[src/cqr_pkg.sv]
// Shared constants, operation codes and control types of the circular queue block.
package cqr_pkg;

  localparam int VALUE_W     = 32;
  localparam int OP_W        = 2;
  localparam int OCC_W       = 11;
  localparam int IN_TDATA_W  = 32;
  localparam int OUT_TDATA_W = 48;
  localparam int OUT_PAD_W   = OUT_TDATA_W - VALUE_W - OCC_W;

  localparam logic [OP_W-1:0] OP_ENQ = 2'd0;
  localparam logic [OP_W-1:0] OP_DEQ = 2'd1;
  localparam logic [OP_W-1:0] OP_REV = 2'd2;

  typedef struct packed {
    logic enq;
    logic deq_empty;
    logic nop;
    logic deq_start;
    logic deq_finish;
    logic rev_start;
    logic drain;
    logic fill_start;
    logic fill;
    logic rev_finish;
  } cqr_cmd_t;

  typedef struct packed {
    logic empty;
    logic full;
    logic drain_done;
    logic fill_done;
    logic out_busy;
  } cqr_status_t;

endpackage

[src/cqr_ctrl.sv]
// Controller state machine that sequences enqueue, dequeue and reverse operations.
module cqr_ctrl (
  input  logic                     clk,
  input  logic                     rst,
  input  logic                     in_valid,
  input  logic [cqr_pkg::OP_W-1:0] in_op,
  output logic                     in_ready,
  input  cqr_pkg::cqr_status_t     status,
  output cqr_pkg::cqr_cmd_t        cmd
);
  import cqr_pkg::*;

  localparam logic [2:0] ST_IDLE  = 3'd0;
  localparam logic [2:0] ST_DEQ   = 3'd1;
  localparam logic [2:0] ST_DRAIN = 3'd2;
  localparam logic [2:0] ST_FILL  = 3'd3;

  logic [2:0] state;
  logic [2:0] state_next;

  always_ff @(posedge clk) begin
    if (rst) begin
      state <= ST_IDLE;
    end else begin
      state <= state_next;
    end
  end

  always_comb begin
    cmd        = '0;
    state_next = state;
    in_ready   = 1'b0;
    unique case (state)
      ST_IDLE: begin
        // A new transaction is taken only when the result slot is free at this edge.
        in_ready = !status.out_busy;
        if (in_valid && !status.out_busy) begin
          unique case (in_op)
            OP_ENQ: begin
              cmd.enq = 1'b1;
            end
            OP_DEQ: begin
              if (status.empty) begin
                cmd.deq_empty = 1'b1;
              end else begin
                cmd.deq_start = 1'b1;
                state_next    = ST_DEQ;
              end
            end
            OP_REV: begin
              cmd.rev_start = 1'b1;
              state_next    = ST_DRAIN;
            end
            default: begin
              cmd.nop = 1'b1;
            end
          endcase
        end
      end
      ST_DEQ: begin
        cmd.deq_finish = 1'b1;
        state_next     = ST_IDLE;
      end
      ST_DRAIN: begin
        if (status.drain_done) begin
          cmd.fill_start = 1'b1;
          state_next     = ST_FILL;
        end else begin
          cmd.drain = 1'b1;
        end
      end
      ST_FILL: begin
        if (status.fill_done) begin
          cmd.rev_finish = 1'b1;
          state_next     = ST_IDLE;
        end else begin
          cmd.fill = 1'b1;
        end
      end
      default: begin
        state_next = ST_IDLE;
      end
    endcase
  end

endmodule

[config.mk]
export PLATFORM = sky130hd
export DESIGN_NAME = cqr_ctrl
export DESIGN_NICKNAME = d
export VERILOG_FILES = /design/src/cqr_pkg.sv /design/src/cqr_ctrl.sv
export SDC_FILE = /design/constraint.sdc
export NUM_CORES = 1
export LEC_CHECK = 0
export BUFFER_PORTS_ARGS = -buffer_cell sky130_fd_sc_hd__buf_4
export CAP_MARGIN = 40
export CELL_PAD_IN_SITES_DETAIL_PLACEMENT = 1
export CELL_PAD_IN_SITES_GLOBAL_PLACEMENT = 1
export CORE_AREA = 2 2 39 41
export DETAILED_ROUTE_END_ITERATION = 10
export DIE_AREA = 0 0 41 43
export HOLD_SLACK_MARGIN = 0.05
export MAX_ROUTING_LAYER = met4
export PLACE_DENSITY_LB_ADDON = 0.08
export RECOVER_POWER = 100
export SLEW_MARGIN = 20
export SYNTH_ARGS = -nofsm -noshare
export SYNTH_HDL_FRONTEND = slang
export SYNTH_SLANG_ARGS = --single-unit
[constraint.sdc]
create_clock -name clk -period 1.6 [get_ports clk]
set_input_delay 0.32 -clock clk [delete_from_list [all_inputs] [get_ports clk]]
set_output_delay 0.32 -clock clk [all_outputs]
set_load 0.005 [all_outputs]
Word level (Yosys, flattened, before mapping)
Cells that the tools add are included.
{"block": "word_totals", "register_bits": 3, "inputBits": 10, "wordCells": 42}
{"block": "classes", "n_eq_ne": 10, "muxes": 25, "n_reduce_logical": 6}
{"operator": "$mux 1", "count": 15}
{"operator": "$mux 3", "count": 4}
{"operator": "$pmux 3 s3", "count": 1}
{"operator": "$mux 4", "count": 2}
{"operator": "$eq 3x2->1 const B", "count": 2}
{"operator": "$ne 2x2->1 const B", "count": 3}
{"operator": "$pmux 3 s2", "count": 1}
{"operator": "$reduce_and 5->1", "count": 1}
{"operator": "$mux 2", "count": 2}
{"operator": "$eq 3x1->1 const B", "count": 1}
{"operator": "$logic_not 3->1", "count": 1}
{"operator": "$ne 3x1->1 const B", "count": 1}
{"operator": "$ne 3x3->1 const B", "count": 1}
{"operator": "$reduce_or 3->1", "count": 1}
{"operator": "$eq 2x1->1 const B", "count": 1}
{"operator": "$eq 2x2->1 const B", "count": 1}
{"operator": "$logic_not 2->1", "count": 1}
{"operator": "$logic_and 1x1->1", "count": 1}
{"operator": "$logic_not 1->1", "count": 1}

Depth between registers and ports, before layout
Gate-level depths: netlist of the first run.
{"block": "depth", "ltp_word": 5, "mapped_depth": 4, "ltp_nobuf": 3}

Least setup slack after synthesis of the first run
Ideal clock, no wire load.
{"block": "synth_path", "path_kind": "register -> output", "from": "reg state[1]", "to": "out cmd[9] (netlist bit)", "arrival_ns": 0.954, "required_ns": 1.280, "slack_ns": 0.326, "stages_incl_launch_ff": 4, "cell_sequence": "dfxtp_1 -> buf_6 -> nor4b_4 -> nor3b_1"}
{"element": "start, declared", "line": "cqr_ctrl.sv:18", "text": "logic [2:0] state;"}
{"element": "start signal, assigned", "line": "cqr_ctrl.sv:25", "text": "state <= state_next;"}
{"element": "end, declared", "line": "cqr_ctrl.sv:9", "text": "output cqr_pkg::cqr_cmd_t cmd"}

==> results of run 1 <==
worst max-delay path by stage:
stage	from	cells after the start	endpoint
after floorplan	state[1]	3	cmd[9]
after global placement	state[1]	3	cmd[9]
after detailed placement	state[1]	3	cmd[9]
after CTS	state[0]	3	cmd[9]
after global routing	state[0]	4	cmd[6]
final	state[0]	3	cmd[7]
per-stage QoR:
| step | hold WS [ns] | instances | setup slack [ns] |
|---|---|---|---|
| 5_1_grt | 0.249 | 66 | 0.0272 |
| 2_1_floorplan | 0.389 | 27 | 0.326 |
| 4_1_cts | 0.255 | 64 | 0.0204 |
| 3_3_place_gp | 0.490 | 61 | 0.181 |
| 3_5_place_dp | 0.490 | 61 | 0.131 |
| 6_report | 0.258 | 66 | 0.0969 |
cell type report:
cell class,count,area [sq um],area share
Multi-Input combinational cell,21,158,0.387
Timing Repair Buffer,22,155,0.380
Sequential cell,2,45.0,0.110
Clock buffer,3,22.5,0.0552
Tap cell,16,20.0,0.0491
Inverter,2,7.51,0.0184
power breakdown:
part           internal [mW]  total, mW  switching (mW)
clock                 0.0824      0.107          0.0250
sequential            0.0509     0.0531         0.00218
combinational         0.0320     0.0520          0.0201
total                  0.165      0.213          0.0472
cells by family (layout without fill, tap and decap cells):
logic type	count (synthesis)	after routing	share of synthesized area
and+or+nand+nor	18	18	0.627
DFF	2	2	0.181
buffers and inverters	4	27	0.107
AOI/OAI and AO/OA	3	3	0.0847
metal layers:
| metal | vias to the layer above | share of wire | track usage |
|---|---|---|---|
| li1 | 144 | - | - |
| met1 | 137 | 0.40 | 0.109 |
| met2 | 11 | 0.55 | 0.147 |
| met3 | 0 | 0.054 | 0.0157 |
| met4 | 0 | 0 | 0.0400 |
| met5 | - | 0 | - |
synthesized netlist by cell type, drive strengths merged:
| cell | count | area share |
|---|---|---|
| nor4b | 1 | 0.11 |
| and4b | 1 | 0.045 |
| and2b | 1 | 0.040 |
| dfxtp | 2 | 0.18 |
| nor3b | 2 | 0.068 |
| a221oi | 1 | 0.040 |
| o21ai | 1 | 0.023 |
| nor2 | 2 | 0.034 |
| nand2 | 1 | 0.017 |
| nand3 | 1 | 0.045 |
| inv | 2 | 0.034 |
| nor2b | 2 | 0.056 |
| and3 | 2 | 0.068 |
| buf | 2 | 0.073 |
| nor3 | 3 | 0.068 |
| nand2b | 1 | 0.028 |
| a21oi | 1 | 0.023 |
| nand4bb | 1 | 0.051 |
timing repair:
| item | CTS | global route |
|---|---|---|
| pin swaps | 1 | 1 |
| buffers inserted | 0 | 2 |
| endpoints found under the hold margin | 0 | 0 |
| setup endpoints to repair | 4 | 2 |
| hold buffers | 0 | 0 |
| gates cloned | 0 | 0 |
| resized for setup | 2 | 2 |
==> summary.txt, run 1 <==
Outcome
  • Status: completed

Worst setup path
  • Critical Path RT: 1.28 ns
  • Top cell family by delay on the critical path: simple AND/OR/NAND/NOR gates
  • CP Data Arrival Time: 1.18 ns
  • CP endpoint kind: primary output
  • Reg2reg start: state[0]
  • CP bufs+invs: 1
  • Worst R2R Path Depth: 4
  • R2R Setup Slk: 0.59 ns
  • CP max-delay cell: dfxtp_2
  • CP max stage delay: 0.32 ns
  • CP Class: reg2out
  • CP Cell Sequence: nor4b_4, and3_2, clkbuf_1
  • CP Max Fanout: 4
  • Reg2reg end: state[0]
  • Worst setup SP type: flop

GRT
  • First-pass GRT wire length: 1080 um
  • Total global routing overflow: 0
  • Initial antenna violation count: 0
  • Number of global-route vias before repair: 268
  • Pin count of the biggest net entering global routing: 11
  • Tot GR Track Use: 0.0924

STA
  • Fmax: 0.665 GHz
  • RSZ-0062 raised after global routing: no
  • Final setup viols: 0
  • Final hold vios: 0
  • Slew Limit Fails: 0
  • Setup TNS: 0 ns
  • Tcrit/Tclk final: 0.939
  • Skew final: 0.00267 ns
  • Tmin final: 1.50 ns
  • Relative slew margins: 0.828
  • Worst-margin pin slew: 0.257 ns

Clock network
  • CTS sink cnt: 2
  • Clk_lat worst skew: 0.22 ns
  • Clk root buf: clkbuf_4
  • CTS H-tree lvls: 1
  • CTS clk-pin slew, worst paths: 0.03 ns
  • CTS tree: yes
  • Clock buffer depth: 2
  • Number of CTS-inserted buffers: 3

Pwr
  • Total power: 0.213 mW
  • Max VDD drop: 0.198 mV
  • PD cells: 521 nW/um^2
  • Leakage: 0.202 nW

Floorplanning
  • Ports: 21
  • Die width: 41 um
  • Row Count: 14
  • Initial Util: 0.160
  • Core Box Area: 1380 sq um
  • Die area: 1760 sq um
  • Die span in y: 43 um

Routing
  • DRT Pass-1 Iters: 4
  • Vias/cell: 4.42
  • Post-route ant nets: 0
  • Routed length per instance: 10.8 um
  • DR DRC count: 0
  • Routed vias: 292
  • Iter 0 DRT Violations: 1
  • Drt total wl: 716 um

Logic synthesis
  • Seq/Total Area, Yosys: 0.181
  • Yosys reg bits: 2
  • Count of warnings emitted by yosys: 0
  • Netlist cell types: 19
  • Post-synthesis instance total: 27
  • Mapped Nets: 37
  • Mapped Area: 221 sq um
  • Avg Cell Area, Syn: 8.20 sq um

Worst hold path
  • Hold Path End: state[0]
  • Hold Crit Start: rst
  • Hold path depth: 2
  • HP Class: in2reg

Cells and area
  • # diodes: 0
  • Biggest register: state
  • Most common cell after layout, fill and taps aside: buf_4
  • Area grow syn2layout: 84.2%
  • Finished Core Util: 0.295
  • Number of flip-flops in the largest register: 2
  • Regs by FF count: state: 2 flops
  • Post-route cell area: 408 sq um
  • Commonest cells after routing, fill and taps aside: buf_4 (16), clkbuf_4 (6), nor3_1 (3)
  • Layout cells sized above 1: 0.600
  • Final nets: 62
  • Fillers: 173

Placement
  • Port Buf Inserts: 19
  • Placed instance area: 375 sq um
  • Placer Congestion: 0.611

Flow run
  • Max-Cap Viols: 0
(Power assumes the default switching activity.)
==> inputs of run 2 (changes only) <==
ABC_AREA = 1   (was default)
==> summary.txt, run 2 <==
Floorplanning
  • Initial Util: 0.168
  • Row Count: 14
  • Core Box Area: 1380 sq um
  • Die span in y: 43 um
  • Ports: 21
  • Die width: 41 um
  • Die area: 1760 sq um

GRT
  • Number of global-route vias before repair: 326
  • Initial antenna violation count: 0
  • Pin count of the biggest net entering global routing: 6
  • First-pass GRT wire length: 1250 um
  • Tot GR Track Use: 0.106
  • Total global routing overflow: 0

STA
  • RSZ-0062 raised after global routing: no
  • Relative slew margins: 0.869
  • Setup TNS: 0 ns
  • Tmin final: 1.49 ns
  • Final hold vios: 0
  • Skew final: 0.00347 ns
  • Fmax: 0.672 GHz
  • Worst-margin pin slew: 0.194 ns
  • Final setup viols: 0
  • Tcrit/Tclk final: 0.930
  • Hold Worst Slack: 0.348 ns
  • Slew Limit Fails: 0
  • Post-route worst setup slack: 0.112 ns

Routing
  • Drt total wl: 780 um
  • Post-route ant nets: 0
  • Iter 0 DRT Violations: 0
  • Routed vias: 359
  • Vias/cell: 4.17
  • DRT Pass-1 Iters: 1
  • DR DRC count: 0
  • Routed length per instance: 9.07 um

Placement
  • Pre-CTS WS: 0.235 ns
  • Port Buf Inserts: 19
  • Placed cell count: 83
  • Placer Congestion: 0.674
  • DP Wirelength: 663 um
  • Placed instance area: 410 sq um

Logic synthesis
  • Seq/Total Area, Yosys: 0.172
  • Cell with the most instances after synthesis: inv_1
  • Synth Flop Type: dfxtp_1
  • Post-synthesis instance total: 46
  • Yosys reg bits: 2
  • Post-synth EDFFs: 0
  • Post-synthesis mux area share: 0
  • Synth async-reset ratio: 0
  • Main combinational cell family by area after synthesis: simple AND/OR/NAND/NOR gates
  • Avg Cell Area, Syn: 5.06 sq um
  • Synth top cells by count: inv_1 (12), nand2_1 (9), nor2_1 (6)
  • Simple-Gate Fraction of Synth Area: 0.554
  • Mapped Nets: 56
  • Count of warnings emitted by yosys: 0
  • Yosys top cell area share: 0.194
  • Netlist cell types: 12
  • Area fraction in compound gates after synthesis: 0.0484
  • Post-synth top area cell: inv_1
  • Top post-synthesis cells by area: inv_1 (19%), dfxtp_1 (17%), nand2_1 (15%), nand3_1 (11%), nor3_1 (11%)
  • Synth Area in Adders: 0
  • Post-synthesis xor/xnor area fraction: 0
  • Mapped Area: 233 sq um

Pwr
  • PD cells: 768 nW/um^2
  • Total power: 0.345 mW
  • Max VDD drop: 0.290 mV
  • Leakage: 0.277 nW

Worst setup path
  • CP endpoint kind: primary output
  • CP Class: reg2out
  • Top cell family by delay on the critical path: buffers and inverters
  • CP Cell Sequence: clkbuf_2, inv_1, nor3_1, clkbuf_4
  • Reg2reg start: state[0]
  • Critical Path RT: 1.28 ns
  • CP max-delay cell: dfxtp_1
  • R2R Setup Slk: 0.43 ns
  • Worst R2R Path Depth: 8
  • CP bufs+invs: 3
  • CP Max Fanout: 5
  • Reg2reg end: state[0]
  • CP max stage delay: 0.34 ns
  • CP Data Arrival Time: 1.17 ns
  • Worst setup SP type: flop

Clock network
  • Clock buffer depth: 2
  • CTS clk-pin slew, worst paths: 0.03 ns
  • Clk root buf: clkbuf_4
  • Hold-fix buffers at CTS: 0
  • Clk_lat worst skew: 0.22 ns
  • CTS H-tree lvls: 1
  • Number of CTS-inserted buffers: 3
  • CTS tree: yes
  • CTS sink cnt: 2

Cells and area
  • Biggest register: state
  • Finished Core Util: 0.325
  • Fillers: 187
  • Area grow syn2layout: 93.0%
  • Fin cells: 86
  • # diodes: 0
  • Post-route cell area: 449 sq um
  • Commonest cells after routing, fill and taps aside: buf_4 (17), inv_1 (13), nand2_1 (9), clkbuf_4 (6), nor2_1 (5)
  • Regs by FF count: state: 2 flops
  • Final nets: 82
  • Number of flip-flops in the largest register: 2
  • Layout cells sized above 1: 0.429
  • Most common cell after layout, fill and taps aside: buf_4

Worst hold path
  • Hold Path End: state[1]
  • Hold Crit Start: rst
  • HP Class: in2reg
  • Hold path depth: 4

Outcome
  • Status: completed

Flow run
  • Max-Cap Viols: 0
-- run 2: changes by cell type in the layout (fill, tap and decap cells not counted), moves of 2 or more --
cell      delta
nand2_1      +8
and3_2       -2
nor2b_1      -2
clkbuf_1     -2
inv_1       +11
nand3_1      +3
nand3_2      +2
nor2_1       +3
dfxtp_1      +2
-- run 2: how the worst max path moves through the flow --
| stage | from | end | depth (start not counted) |
|---|---|---|---|
| CTS | state[0] | cmd[7] | 4 |
| global placement | state[0] | cmd[8] | 4 |
| floorplan | state[0] | cmd[8] | 3 |
| global route | state[0] | cmd[8] | 4 |
| finish | state[1] | cmd[2] | 4 |
| detailed placement | state[0] | cmd[8] | 4 |
-- run 2: kinds of logic after synthesis --
family | after synthesis
simple gates | 28
buf+inv | 14
flops | 2
compound gates | 2
-- run 2: worst reg2reg max path: stages (launching register included) --
cell and delay [ns]:
dfxtp_1 0.33, buf_4 0.14, inv_1 0.07, nand3_1 0.10
nand2_1 0.07, inv_2 0.07, nand3_2 0.06, o21ai_0 0.15
inv_1 0.05
-- run 2: cell type report --
type | instances | area [sq um] | share of cell area
multi-input combinational | 30 | 159 | 0.354
timing repair buffer | 21 | 155 | 0.345
inverter | 14 | 52.6 | 0.117
sequential | 2 | 40.0 | 0.0891
clock buffer | 3 | 22.5 | 0.0501
tap | 16 | 20.0 | 0.0446
-- run 2: power breakdown --
group	leakage (nW)	switching [mW]	internal, mW	total [mW]
logic	0.247	0.0950	0.0751	0.170
clock network	0.0138	0.0276	0.0827	0.110
registers	0.0164	0.00580	0.0590	0.0648
total	0.277	0.128	0.217	0.345
-- run 2: routing by layer --
layer | global-route usage | up-vias | part of all wire
li1 | - | 191 | -
met1 | 0.115 | 155 | 0.41
met3 | 0.0157 | 0 | 0.076
met4 | 0.0600 | 0 | 0
met5 | - | - | 0
met2 | 0.172 | 13 | 0.52
-- run 2: repair_timing --
item                       in CTS  in global routing
setup endpoints to repair       2                  3
resized for setup               1                  3
buffers inserted                0                  0
